**src/sstr_pkg.sv**
```systemverilog
// Shared types, constants and segment table for the seven-segment text router.
`timescale 1ns / 1ps
`default_nettype none
package sstr_pkg;

   localparam int unsigned MAX_DIGITS   = 6;
   localparam int unsigned QUEUE_DEPTH  = 2;
   localparam int unsigned QPTR_W       = $clog2(QUEUE_DEPTH);
   localparam int unsigned QCNT_W       = $clog2(QUEUE_DEPTH + 1);
   localparam int unsigned SEG_LUT_SIZE = 123;

   localparam logic [7:0] DP_BIT     = 8'h80;
   localparam logic [7:0] CHAR_DOT   = 8'h2E;
   localparam logic [7:0] CHAR_SPACE = 8'h20;
   localparam logic [7:0] IMG_BLANK  = 8'h00;
   localparam logic [2:0] SLOTS_PER_CHIP = 3'd3;
   localparam logic [2:0] LAST_CLEAR_BEAT = 3'd6;

   // Decoded request handed from the front end to the writer.
   typedef struct packed {
      logic       show;
      logic       chip;
      logic [2:0] addr;
      logic [7:0] img;
      logic       dbl;
      logic [2:0] count;
      logic       eos;
   } job_type;

   localparam logic [7:0] SEG_LUT [SEG_LUT_SIZE] = '{
      8'h00, 8'h00, 8'h00, 8'h00, 8'h00, 8'h00, 8'h00, 8'h00,
      8'h00, 8'h00, 8'h00, 8'h00, 8'h00, 8'h00, 8'h00, 8'h00,
      8'h00, 8'h00, 8'h00, 8'h00, 8'h00, 8'h00, 8'h00, 8'h00,
      8'h00, 8'h00, 8'h00, 8'h00, 8'h00, 8'h00, 8'h00, 8'h00,
      8'h00, 8'hB0, 8'h00, 8'h00, 8'h00, 8'h00, 8'h00, 8'h20,
      8'h00, 8'h00, 8'h00, 8'h00, 8'h00, 8'h01, 8'h80, 8'h00,
      8'h7E, 8'h30, 8'h6D, 8'h79, 8'h33, 8'h5B, 8'h5F, 8'h70,
      8'h7F, 8'h7B, 8'h00, 8'h00, 8'h0C, 8'h09, 8'h60, 8'h65,
      8'h00, 8'h77, 8'h1F, 8'h4E, 8'h3D, 8'h4F, 8'h47, 8'h5E,
      8'h37, 8'h10, 8'h3C, 8'h37, 8'h0E, 8'h54, 8'h76, 8'h7E,
      8'h67, 8'h73, 8'h05, 8'h5B, 8'h46, 8'h3E, 8'h1C, 8'h2A,
      8'h37, 8'h2F, 8'h6D, 8'h00, 8'h00, 8'h00, 8'h63, 8'h08,
      8'h00, 8'h77, 8'h1F, 8'h0D, 8'h3D, 8'h4F, 8'h47, 8'h5E,
      8'h17, 8'h10, 8'h3C, 8'h37, 8'h0C, 8'h54, 8'h15, 8'h1D,
      8'h67, 8'h73, 8'h05, 8'h5B, 8'h0F, 8'h1C, 8'h1C, 8'h2A,
      8'h37, 8'h2F, 8'h6D
   };

   function automatic logic [7:0] image_of(input logic [7:0] code);
      logic [7:0] img;
      begin
         img = IMG_BLANK;
         if (code < 8'(SEG_LUT_SIZE)) begin
            img = SEG_LUT[code[6:0]];
         end
         return img;
      end
   endfunction

endpackage
`default_nettype wire

```
**src/seven_segment_text_router.sv**
```systemverilog
// Top level of the seven-segment text router.
//
//   channel  direction  ports
//   req      in         req_valid/req_ready, char_code, end_of_string, light_level
//   rsp      out        rsp_valid/rsp_ready, chip, address, image, flags, count
//   csr      in         csr_write_enable, csr_write_data (intensity mode)
//
// A request is taken and queued; the writer sends 1, 2 or 7 responses for it,
// one per cycle unless rsp_ready stalls it. The two-entry queue lets requests
// come in while writes go out.
// Reset is synchronous and returns position, dot and count state to start.
// Backpressure on rsp fills the queue and then drops req_ready.
`timescale 1ns / 1ps
`default_nettype none
module seven_segment_text_router (
   input  wire         clock,
   input  wire         reset,
   input  wire         req_valid,
   output logic        req_ready,
   input  wire  [7:0]  req_char_code,
   input  wire         req_end_of_string,
   input  wire  [15:0] req_light_level,
   output logic        rsp_valid,
   input  wire         rsp_ready,
   output logic        rsp_chip_select,
   output logic [2:0]  rsp_digit_address,
   output logic [7:0]  rsp_segment_image,
   output logic        rsp_write_enable,
   output logic        rsp_run_last,
   output logic        rsp_string_done,
   output logic [2:0]  rsp_shown_count,
   input  wire         csr_write_enable,
   input  wire  [7:0]  csr_write_data
);
   import sstr_pkg::*;

   job_type push_job;
   job_type head_job;
   logic    q_push, q_pop, q_empty, q_full;

   sstr_front u_front (
      .clock             (clock),
      .reset             (reset),
      .req_valid         (req_valid),
      .req_ready         (req_ready),
      .req_char_code     (req_char_code),
      .req_end_of_string (req_end_of_string),
      .req_light_level   (req_light_level),
      .csr_write_enable  (csr_write_enable),
      .csr_write_data    (csr_write_data),
      .q_full            (q_full),
      .q_push            (q_push),
      .q_job             (push_job)
   );

   sstr_queue u_queue (
      .clock (clock),
      .reset (reset),
      .push  (q_push),
      .wdata (push_job),
      .pop   (q_pop),
      .rdata (head_job),
      .empty (q_empty),
      .full  (q_full)
   );

   sstr_back u_back (
      .clock             (clock),
      .reset             (reset),
      .q_empty           (q_empty),
      .q_job             (head_job),
      .q_pop             (q_pop),
      .rsp_valid         (rsp_valid),
      .rsp_ready         (rsp_ready),
      .rsp_chip_select   (rsp_chip_select),
      .rsp_digit_address (rsp_digit_address),
      .rsp_segment_image (rsp_segment_image),
      .rsp_write_enable  (rsp_write_enable),
      .rsp_run_last      (rsp_run_last),
      .rsp_string_done   (rsp_string_done),
      .rsp_shown_count   (rsp_shown_count)
   );

endmodule
`default_nettype wire

```
**src/sstr_front.sv**
```systemverilog
// Front end: takes characters, tracks position, dot and count, builds jobs.
`timescale 1ns / 1ps
`default_nettype none
module sstr_front (
   input  wire                   clock,
   input  wire                   reset,
   input  wire                   req_valid,
   output logic                  req_ready,
   input  wire  [7:0]            req_char_code,
   input  wire                   req_end_of_string,
   input  wire  [15:0]           req_light_level,
   input  wire                   csr_write_enable,
   input  wire  [7:0]            csr_write_data,
   input  wire                   q_full,
   output logic                  q_push,
   output sstr_pkg::job_type     q_job
);
   import sstr_pkg::*;

   logic [2:0] pos_ff, pos_in;
   logic       dot_ff, dot_in;
   logic [2:0] cnt_ff, cnt_in;
   logic [7:0] mode_ff, mode_in;
   logic [2:0] p;
   logic [1:0] slot;
   logic       in_range;
   logic       show;
   logic [7:0] img;

   assign req_ready = !q_full;
   assign q_push    = req_valid && req_ready;
   assign mode_in   = csr_write_enable ? csr_write_data : mode_ff;
   assign in_range  = (pos_ff >= 3'd1) && (pos_ff <= 3'(MAX_DIGITS));
   assign p         = pos_ff - 3'd1;
   assign slot      = (p >= SLOTS_PER_CHIP) ? 2'(p - SLOTS_PER_CHIP) : p[1:0];

   always_comb begin
      show   = 1'b0;
      img    = IMG_BLANK;
      dot_in = dot_ff;
      cnt_in = cnt_ff;
      pos_in = pos_ff;
      if (in_range) begin
         if (dot_ff) begin
            img    = image_of(req_char_code) | DP_BIT;
            dot_in = 1'b0;
            show   = 1'b1;
         end else if (req_char_code == CHAR_DOT) begin
            if (req_end_of_string) begin
               img  = image_of(req_char_code) | DP_BIT;
               show = 1'b1;
            end else begin
               dot_in = 1'b1;
            end
         end else begin
            if (req_char_code != CHAR_SPACE) begin
               cnt_in = cnt_ff + 3'd1;
            end
            img  = image_of(req_char_code);
            show = 1'b1;
         end
      end
      if (show) begin
         pos_in = pos_ff + 3'd1;
      end

      q_job.show  = show;
      q_job.chip  = (p >= SLOTS_PER_CHIP);
      q_job.addr  = 3'd1 + {slot, 1'b0};
      q_job.img   = img;
      q_job.dbl   = (mode_ff == 8'd0) ? (|req_light_level[15:8]) : (mode_ff > 8'd1);
      q_job.count = cnt_in;
      q_job.eos   = req_end_of_string;

      if (req_end_of_string) begin
         pos_in = 3'd1;
         dot_in = 1'b0;
         cnt_in = 3'd0;
      end
   end

   always_ff @(posedge clock) begin
      if (reset) begin
         pos_ff  <= 3'd1;
         dot_ff  <= 1'b0;
         cnt_ff  <= 3'd0;
         mode_ff <= 8'd0;
      end else begin
         mode_ff <= mode_in;
         if (q_push) begin
            pos_ff <= pos_in;
            dot_ff <= dot_in;
            cnt_ff <= cnt_in;
         end
      end
   end

endmodule
`default_nettype wire

```
**src/sstr_queue.sv**
```systemverilog
// Short job queue between the front end and the register writer.
`timescale 1ns / 1ps
`default_nettype none
module sstr_queue (
   input  wire                   clock,
   input  wire                   reset,
   input  wire                   push,
   input  sstr_pkg::job_type     wdata,
   input  wire                   pop,
   output sstr_pkg::job_type     rdata,
   output logic                  empty,
   output logic                  full
);
   import sstr_pkg::*;

   job_type            mem_ff [QUEUE_DEPTH];
   logic [QPTR_W-1:0]  wr_ff, wr_in;
   logic [QPTR_W-1:0]  rd_ff, rd_in;
   logic [QCNT_W-1:0]  cnt_ff, cnt_in;

   assign empty = (cnt_ff == '0);
   assign full  = (cnt_ff == QCNT_W'(QUEUE_DEPTH));
   assign rdata = mem_ff[rd_ff];

   always_comb begin
      wr_in  = wr_ff;
      rd_in  = rd_ff;
      cnt_in = cnt_ff;
      if (push) begin
         wr_in = (wr_ff == QPTR_W'(QUEUE_DEPTH - 1)) ? '0 : wr_ff + 1'b1;
      end
      if (pop) begin
         rd_in = (rd_ff == QPTR_W'(QUEUE_DEPTH - 1)) ? '0 : rd_ff + 1'b1;
      end
      if (push && !pop) begin
         cnt_in = cnt_ff + 1'b1;
      end else if (pop && !push) begin
         cnt_in = cnt_ff - 1'b1;
      end
   end

   always_ff @(posedge clock) begin
      if (push) begin
         mem_ff[wr_ff] <= wdata;
      end
   end

   always_ff @(posedge clock) begin
      if (reset) begin
         wr_ff  <= '0;
         rd_ff  <= '0;
         cnt_ff <= '0;
      end else begin
         wr_ff  <= wr_in;
         rd_ff  <= rd_in;
         cnt_ff <= cnt_in;
      end
   end

endmodule
`default_nettype wire

```
**src/sstr_back.sv**
```systemverilog
// Register writer: expands each job into driver writes through an output register.
`timescale 1ns / 1ps
`default_nettype none
module sstr_back (
   input  wire                   clock,
   input  wire                   reset,
   input  wire                   q_empty,
   input  sstr_pkg::job_type     q_job,
   output logic                  q_pop,
   output logic                  rsp_valid,
   input  wire                   rsp_ready,
   output logic                  rsp_chip_select,
   output logic [2:0]            rsp_digit_address,
   output logic [7:0]            rsp_segment_image,
   output logic                  rsp_write_enable,
   output logic                  rsp_run_last,
   output logic                  rsp_string_done,
   output logic [2:0]            rsp_shown_count
);
   import sstr_pkg::*;

   logic [2:0] beat_ff, beat_in;
   logic       valid_ff, valid_in;
   logic       load, last;
   logic       chip_in, we_in;
   logic [2:0] addr_in;
   logic [7:0] img_in;
   logic       chip_ff, we_ff, last_ff, done_ff;
   logic [2:0] addr_ff, cnt_ff;
   logic [7:0] img_ff;

   assign load = !q_empty && (!valid_ff || rsp_ready);

   always_comb begin
      chip_in = 1'b0;
      addr_in = 3'd0;
      img_in  = IMG_BLANK;
      we_in   = 1'b0;
      last    = 1'b1;
      if (q_job.show) begin
         we_in = 1'b1;
         if (beat_ff == 3'd0) begin
            chip_in = q_job.chip;
            addr_in = q_job.addr;
            img_in  = q_job.img;
            last    = 1'b0;
         end else if (q_job.dbl) begin
            chip_in = q_job.chip;
            addr_in = q_job.addr + 3'd1;
            img_in  = q_job.img;
         end else begin
            last = (beat_ff == LAST_CLEAR_BEAT);
            // clear the second-hit registers of both chips
            case (beat_ff)
               3'd1: begin chip_in = 1'b0; addr_in = 3'd2; end
               3'd2: begin chip_in = 1'b0; addr_in = 3'd4; end
               3'd3: begin chip_in = 1'b0; addr_in = 3'd6; end
               3'd4: begin chip_in = 1'b1; addr_in = 3'd2; end
               3'd5: begin chip_in = 1'b1; addr_in = 3'd4; end
               default: begin chip_in = 1'b1; addr_in = 3'd6; end
            endcase
         end
      end
   end

   assign q_pop    = load && last;
   assign beat_in  = last ? 3'd0 : beat_ff + 3'd1;
   assign valid_in = load ? 1'b1 : (rsp_ready ? 1'b0 : valid_ff);

   always_ff @(posedge clock) begin
      if (reset) begin
         beat_ff  <= 3'd0;
         valid_ff <= 1'b0;
      end else begin
         valid_ff <= valid_in;
         if (load) begin
            beat_ff <= beat_in;
         end
      end
   end

   always_ff @(posedge clock) begin
      if (load) begin
         chip_ff <= chip_in;
         addr_ff <= addr_in;
         img_ff  <= img_in;
         we_ff   <= we_in;
         last_ff <= last;
         done_ff <= last && q_job.eos;
         cnt_ff  <= q_job.count;
      end
   end

   assign rsp_valid         = valid_ff;
   assign rsp_chip_select   = chip_ff;
   assign rsp_digit_address = addr_ff;
   assign rsp_segment_image = img_ff;
   assign rsp_write_enable  = we_ff;
   assign rsp_run_last      = last_ff;
   assign rsp_string_done   = done_ff;
   assign rsp_shown_count   = cnt_ff;

endmodule
`default_nettype wire
```
**config.mk**
```make
export PLATFORM = sky130hd
export DESIGN_NAME = seven_segment_text_router
export DESIGN_NICKNAME = d
export VERILOG_FILES = /design/src/sstr_pkg.sv /design/src/seven_segment_text_router.sv /design/src/sstr_front.sv /design/src/sstr_queue.sv /design/src/sstr_back.sv
export SDC_FILE = /design/constraint.sdc
export NUM_CORES = 1
export LEC_CHECK = 0
export BUFFER_PORTS_ARGS = -buffer_cell sky130_fd_sc_hd__buf_2
export CORE_UTILIZATION = 55
export CTS_CLUSTER_SIZE = 16
export DETAILED_ROUTE_END_ITERATION = 8
export PLACE_DENSITY_LB_ADDON = 0.15
export SLEW_MARGIN = 25
export SYNTH_ARGS = -nofsm -noshare
export SYNTH_HDL_FRONTEND = slang
export SYNTH_SLANG_ARGS = --single-unit
```
**constraint.sdc**
```tcl
create_clock -name clock -period 2.5 [get_ports clock]
set_input_delay 0.25 -clock clock [delete_from_list [all_inputs] [get_ports clock]]
set_output_delay 0.25 -clock clock [all_outputs]
set_load 0.02 [all_outputs]
```
==> results by stage <==
Outcome:
- The flow ran to the end, and the final reports show no timing, DRC or antenna violations.

CTS:
- The hold buffer count at cts is 0.
- The number of clock sinks seen by CTS is 76.
- The number of resized instances in the post-cts repair step is 0.
- Clock tree synthesis selected as its root buffer the cell clkbuf_8.
- No sink is reached through more buffers than the 2 on the longest clock path.
- Post-CTS timing repair inserted 0 buffers for setup.
- The register clock-pin slew on the reported worst setup and hold paths is 80 ps.
- The clock latency of the later-clocked register in the worst-skew pair is 340 ps.
- The clock tree from TritonCTS is done.
- The number of buffers created by CTS is 9.
- The H-tree depth reported by CTS is 3.

Job:
- The tool flagged a number of max-cap violations equal to 0.

Timing:
- The number of hold violations in the final report is 0.
- Headroom to the max-slew limit came out at 0.602.
- The number of slew-limit violations in the final report is 0.
- The pin slew with the least headroom to its limit is 594 ps.
- Subtracting the final worst setup slack from the clock period gives 2310 ps.
- The maximum clock frequency is 433 MHz.
- Setup total negative slack on the finished layout was measured at 0 ps.
- In the finished design, the share of the clock period the worst path needs comes to 0.924.
- Setup repair after global routing left no endpoint under its margin.
- Across the routed clock network, the largest skew measured is 14.7 ps.
- Setup violations remaining at the end of the flow were counted as 0.

Setup path:
- Traced cell by cell, the critical path runs through inv_1, ha_1, inv_1, a31oi_1, and3_1, mux2_2.
- The critical path's largest stage delay is 470 ps.
- The worst register-to-register path has a setup slack of 190 ps.
- The buffer and inverter count on the worst path is 2.
- The worst setup path is launched from a flop.
- For this design, the slowest cell found on the critical path is a31oi_1.
- STA puts the critical path data required time at 2580 ps.
- In this run the worst path has a maximum fanout of 8.
- Counting stages on the worst path, the most repeated cell is inv_1.
- The type of the setup path with the least slack is reg2reg.
- STA classifies the critical path endpoint as a flop.
- The capture point of the worst reg-to-reg path is u_queue.mem_ff[1][2].
- The largest delay contributor family on the critical path is compound AO/OA/AOI/OAI gates.
- The startpoint of the most critical setup path is u_front.pos_ff[0].
- The critical path arrival is 2390 ps.
- The worst register-to-register path begins at u_front.pos_ff[0].
- Counting cells, the worst reg-to-reg path comes to 6.

Synthesis:
- The library cell with the highest instance count after synthesis is edfxtp_1.
- The number of flops mapped to enable cells by yosys is 52.
- edfxtp_1 takes more of the synthesized area than any other cell.
- Each instance of the synthesized netlist takes up on average 10.3 sq um.
- The dominant register cell in the synthesized netlist is edfxtp_1.
- The fraction of post-synthesis cell area in the top cell type by area is 0.363.
- The number of flip-flops and latches in the synthesized netlist is 76.
- The post-synthesis async set-or-reset flop share is 0.
- The share of the Yosys chip area taken by registers is 0.475.
- Synthesis produced a netlist whose cell count is 419.
- Counting instances in the post-synthesis netlist gives the leading cell types as 52 x edfxtp_1, 41 x nor2_1, 31 x nand2_1.
- The number of library cell types mapped by synthesis is 60.
- When the netlist entered floorplanning its net count stood at 480.
- Yosys attributes the largest share of cell area to edfxtp_1 36%, dfxtp_1 11%, mux2i_1 6.8%.
- The post-synth design cell area is 0.00430 sq mm.
- For this run, the number of Yosys warnings is 0.

GRT:
- The first global-routing pass estimated 14700 um of wire.
- Global routing finished with a remaining overflow of 0.
- Entering global routing, the biggest net connects 26 pins.
- The via count of the first global-routing pass is 3056.
- The initial antenna violation count came to 0.
- For this run, the total global-route usage over all layers was measured as 0.223.

Power:
- IR analysis of the VDD net gives a maximum drop of 0.502 mV.
- The areal power density over the cells is 901 mW/mm^2.
- Summing internal, switching and leakage power gives 4.44 mW.
- In this run the static leakage power is 1.94 nW.

Worst hold path:
- The hold path endpoint is u_front.mode_ff[0].
- The type of the worst min-delay path is in2reg.
- The worst min-delay path startpoint is csr_write_data[0].
- The worst hold path was traced through 3 stages.

Die:
- The boundary pin count is 58.
- The horizontal extent of the die is 90.4 um.
- The effective utilization at floorplan is 0.580.
- In this run the core area contains 31 standard-cell rows.
- The total core area is 0.00741 sq mm.
- The die covers 0.00817 sq mm.
- Measured along the y axis, the die boundary spans 90.4 um.

Place:
- The placed wire-length estimate after detailed placement is 6230 um.
- The number of port buffers is 49.
- The congestion estimate from routability-driven global placement came to 0.959.

Cells and area:
- For this run, the post-layout net count is 534.
- The synthesis-to-finish area growth is 14.6%.
- In the final layout, the share of cells above drive strength 1 is 0.207.
- The filler cells instantiated in the layout total 599.
- The repair_antennas step left the layout with diodes totalling 0.

Detailed routing:
- Dividing the detail-routed wire length by the instance count gives 15.2 um.
- The routed design has 8770 um of wire.
- The DRC violation count after routing is 0.
- The average via count per standard cell is 5.81.
- The remaining number of nets flagged by the antenna check after routing is 0.
- The detailed router finished its first iteration with 221 violations.
- The via count is 3355.
- The length of the first detailed-routing pass in iterations is 5.
==> how the worst max path moves through the flow <==
stage	endpoint	slack (ps)	cells past startpoint
finish	u_queue.mem_ff[1][2]	190	6
floorplan	u_queue.cnt_ff[1]	220	7
CTS	u_queue.mem_ff[1][2]	240	6
global route	u_queue.mem_ff[1][9]	90	7
global placement	u_queue.mem_ff[0][2]	300	6
detailed placement	u_queue.mem_ff[0][2]	260	6
==> logic make-up (layout without fill, tap and decap cells) <==
family | after synthesis | in the layout | share of synthesized area
AND/OR/NAND/NOR | 127 | 127 | 0.146
XOR/XNOR | 8 | 8 | 0.0163
AO/OA/AOI/OAI | 102 | 102 | 0.156
flip-flops | 76 | 76 | 0.475
buffers and inverters | 44 | 103 | 0.0428
adder cells (fa/ha/maj) | 23 | 23 | 0.0670
multiplexers | 39 | 39 | 0.0964
==> flip-flops by register name, indices dropped and copies added, names as in the netlist, named ones only <==
register                  count
u_back.rsp_digit_address      3
u_back.rsp_string_done        1
u_back.rsp_shown_count        3
u_queue.rd_ff                 1
u_front.cnt_ff                3
u_back.beat_ff                3
u_back.rsp_segment_image      8
u_queue.wr_ff                 1
u_queue.cnt_ff                2
u_back.rsp_write_enable       1
u_front.mode_ff               8
u_back.rsp_run_last           1
u_queue.mem_ff               34
u_front.dot_ff                1
u_front.pos_ff                3
u_back.rsp_valid              1
u_back.rsp_chip_select        1
==> power breakdown <==
part	internal (mW)	total (mW)	switching, mW
combinational	0.590	1.52	0.934
clock	0.560	1.03	0.471
sequential	1.76	1.88	0.127
total	2.91	4.44	1.53
==> per-stage QoR <==
| stage | cells | hold WS, ps | area [sq um] | utilization | setup WS (ps) |
|---|---|---|---|---|---|
| after detailed placement | 561 | 486 | 4700 | 0.634 | 258 |
| after global placement | 561 | 474 | 4700 | 0.634 | 302 |
| final | 577 | 141 | 4920 | 0.665 | 189 |
| after global routing | 577 | 136 | 4920 | 0.665 | 93.9 |
| after floorplan | 419 | 349 | 4300 | - | 218 |
| after CTS | 577 | 130 | 4920 | 0.665 | 244 |
==> placed cells by master (no fill, tap or decap), types with 5 or more instances in the layout <==
| cell | instances |
|---|---|
| clkbuf_8 | 10 |
| mux2_2 | 9 |
| nor2b_1 | 5 |
| nand2b_1 | 10 |
| a31oi_1 | 7 |
| nand2_1 | 31 |
| edfxtp_1 | 52 |
| nand3_1 | 6 |
| a21o_1 | 5 |
| buf_2 | 49 |
| dfxtp_1 | 24 |
| o221ai_1 | 5 |
| buf_4 | 19 |
| mux2i_1 | 29 |
| nor2_1 | 41 |
| inv_1 | 18 |
| o21ai_0 | 19 |
| a21oi_1 | 27 |
| ha_1 | 23 |
| or3_1 | 5 |
| nor4_1 | 5 |
| nor3_1 | 7 |
| xnor2_1 | 5 |
| o211ai_1 | 7 |
==> worst register-to-register path, stage by stage (launching register included) <==
cell and delay, ps:
dfxtp_1 400, inv_1 180, ha_1 170, inv_1 40
a31oi_1 470, and3_1 420, mux2_2 390
==> layout make-up <==
class / instances / area [sq um] / area share
repair buffers: 68 / 388 / 0.0788
inverters: 19 / 71.3 / 0.0145
clock buffers: 11 / 163 / 0.0330
flip-flops and latches: 76 / 2040 / 0.415
clock inverters: 5 / 65.1 / 0.0132
well taps: 99 / 124 / 0.0252
multi-input cells: 299 / 2070 / 0.421
==> per-layer routing <==
| metal | routed length (um) | up-vias | global-route usage |
|---|---|---|---|
| met2 | 3960 | 142 | 0.347 |
| met4 | 78 | 0 | 0.0753 |
| met1 | 4130 | 1555 | 0.313 |
| met3 | 605 | 9 | 0.0412 |
| li1 | - | 1649 | - |
| met5 | 0 | - | 0 |
Power figures use the tool's default switching activity.
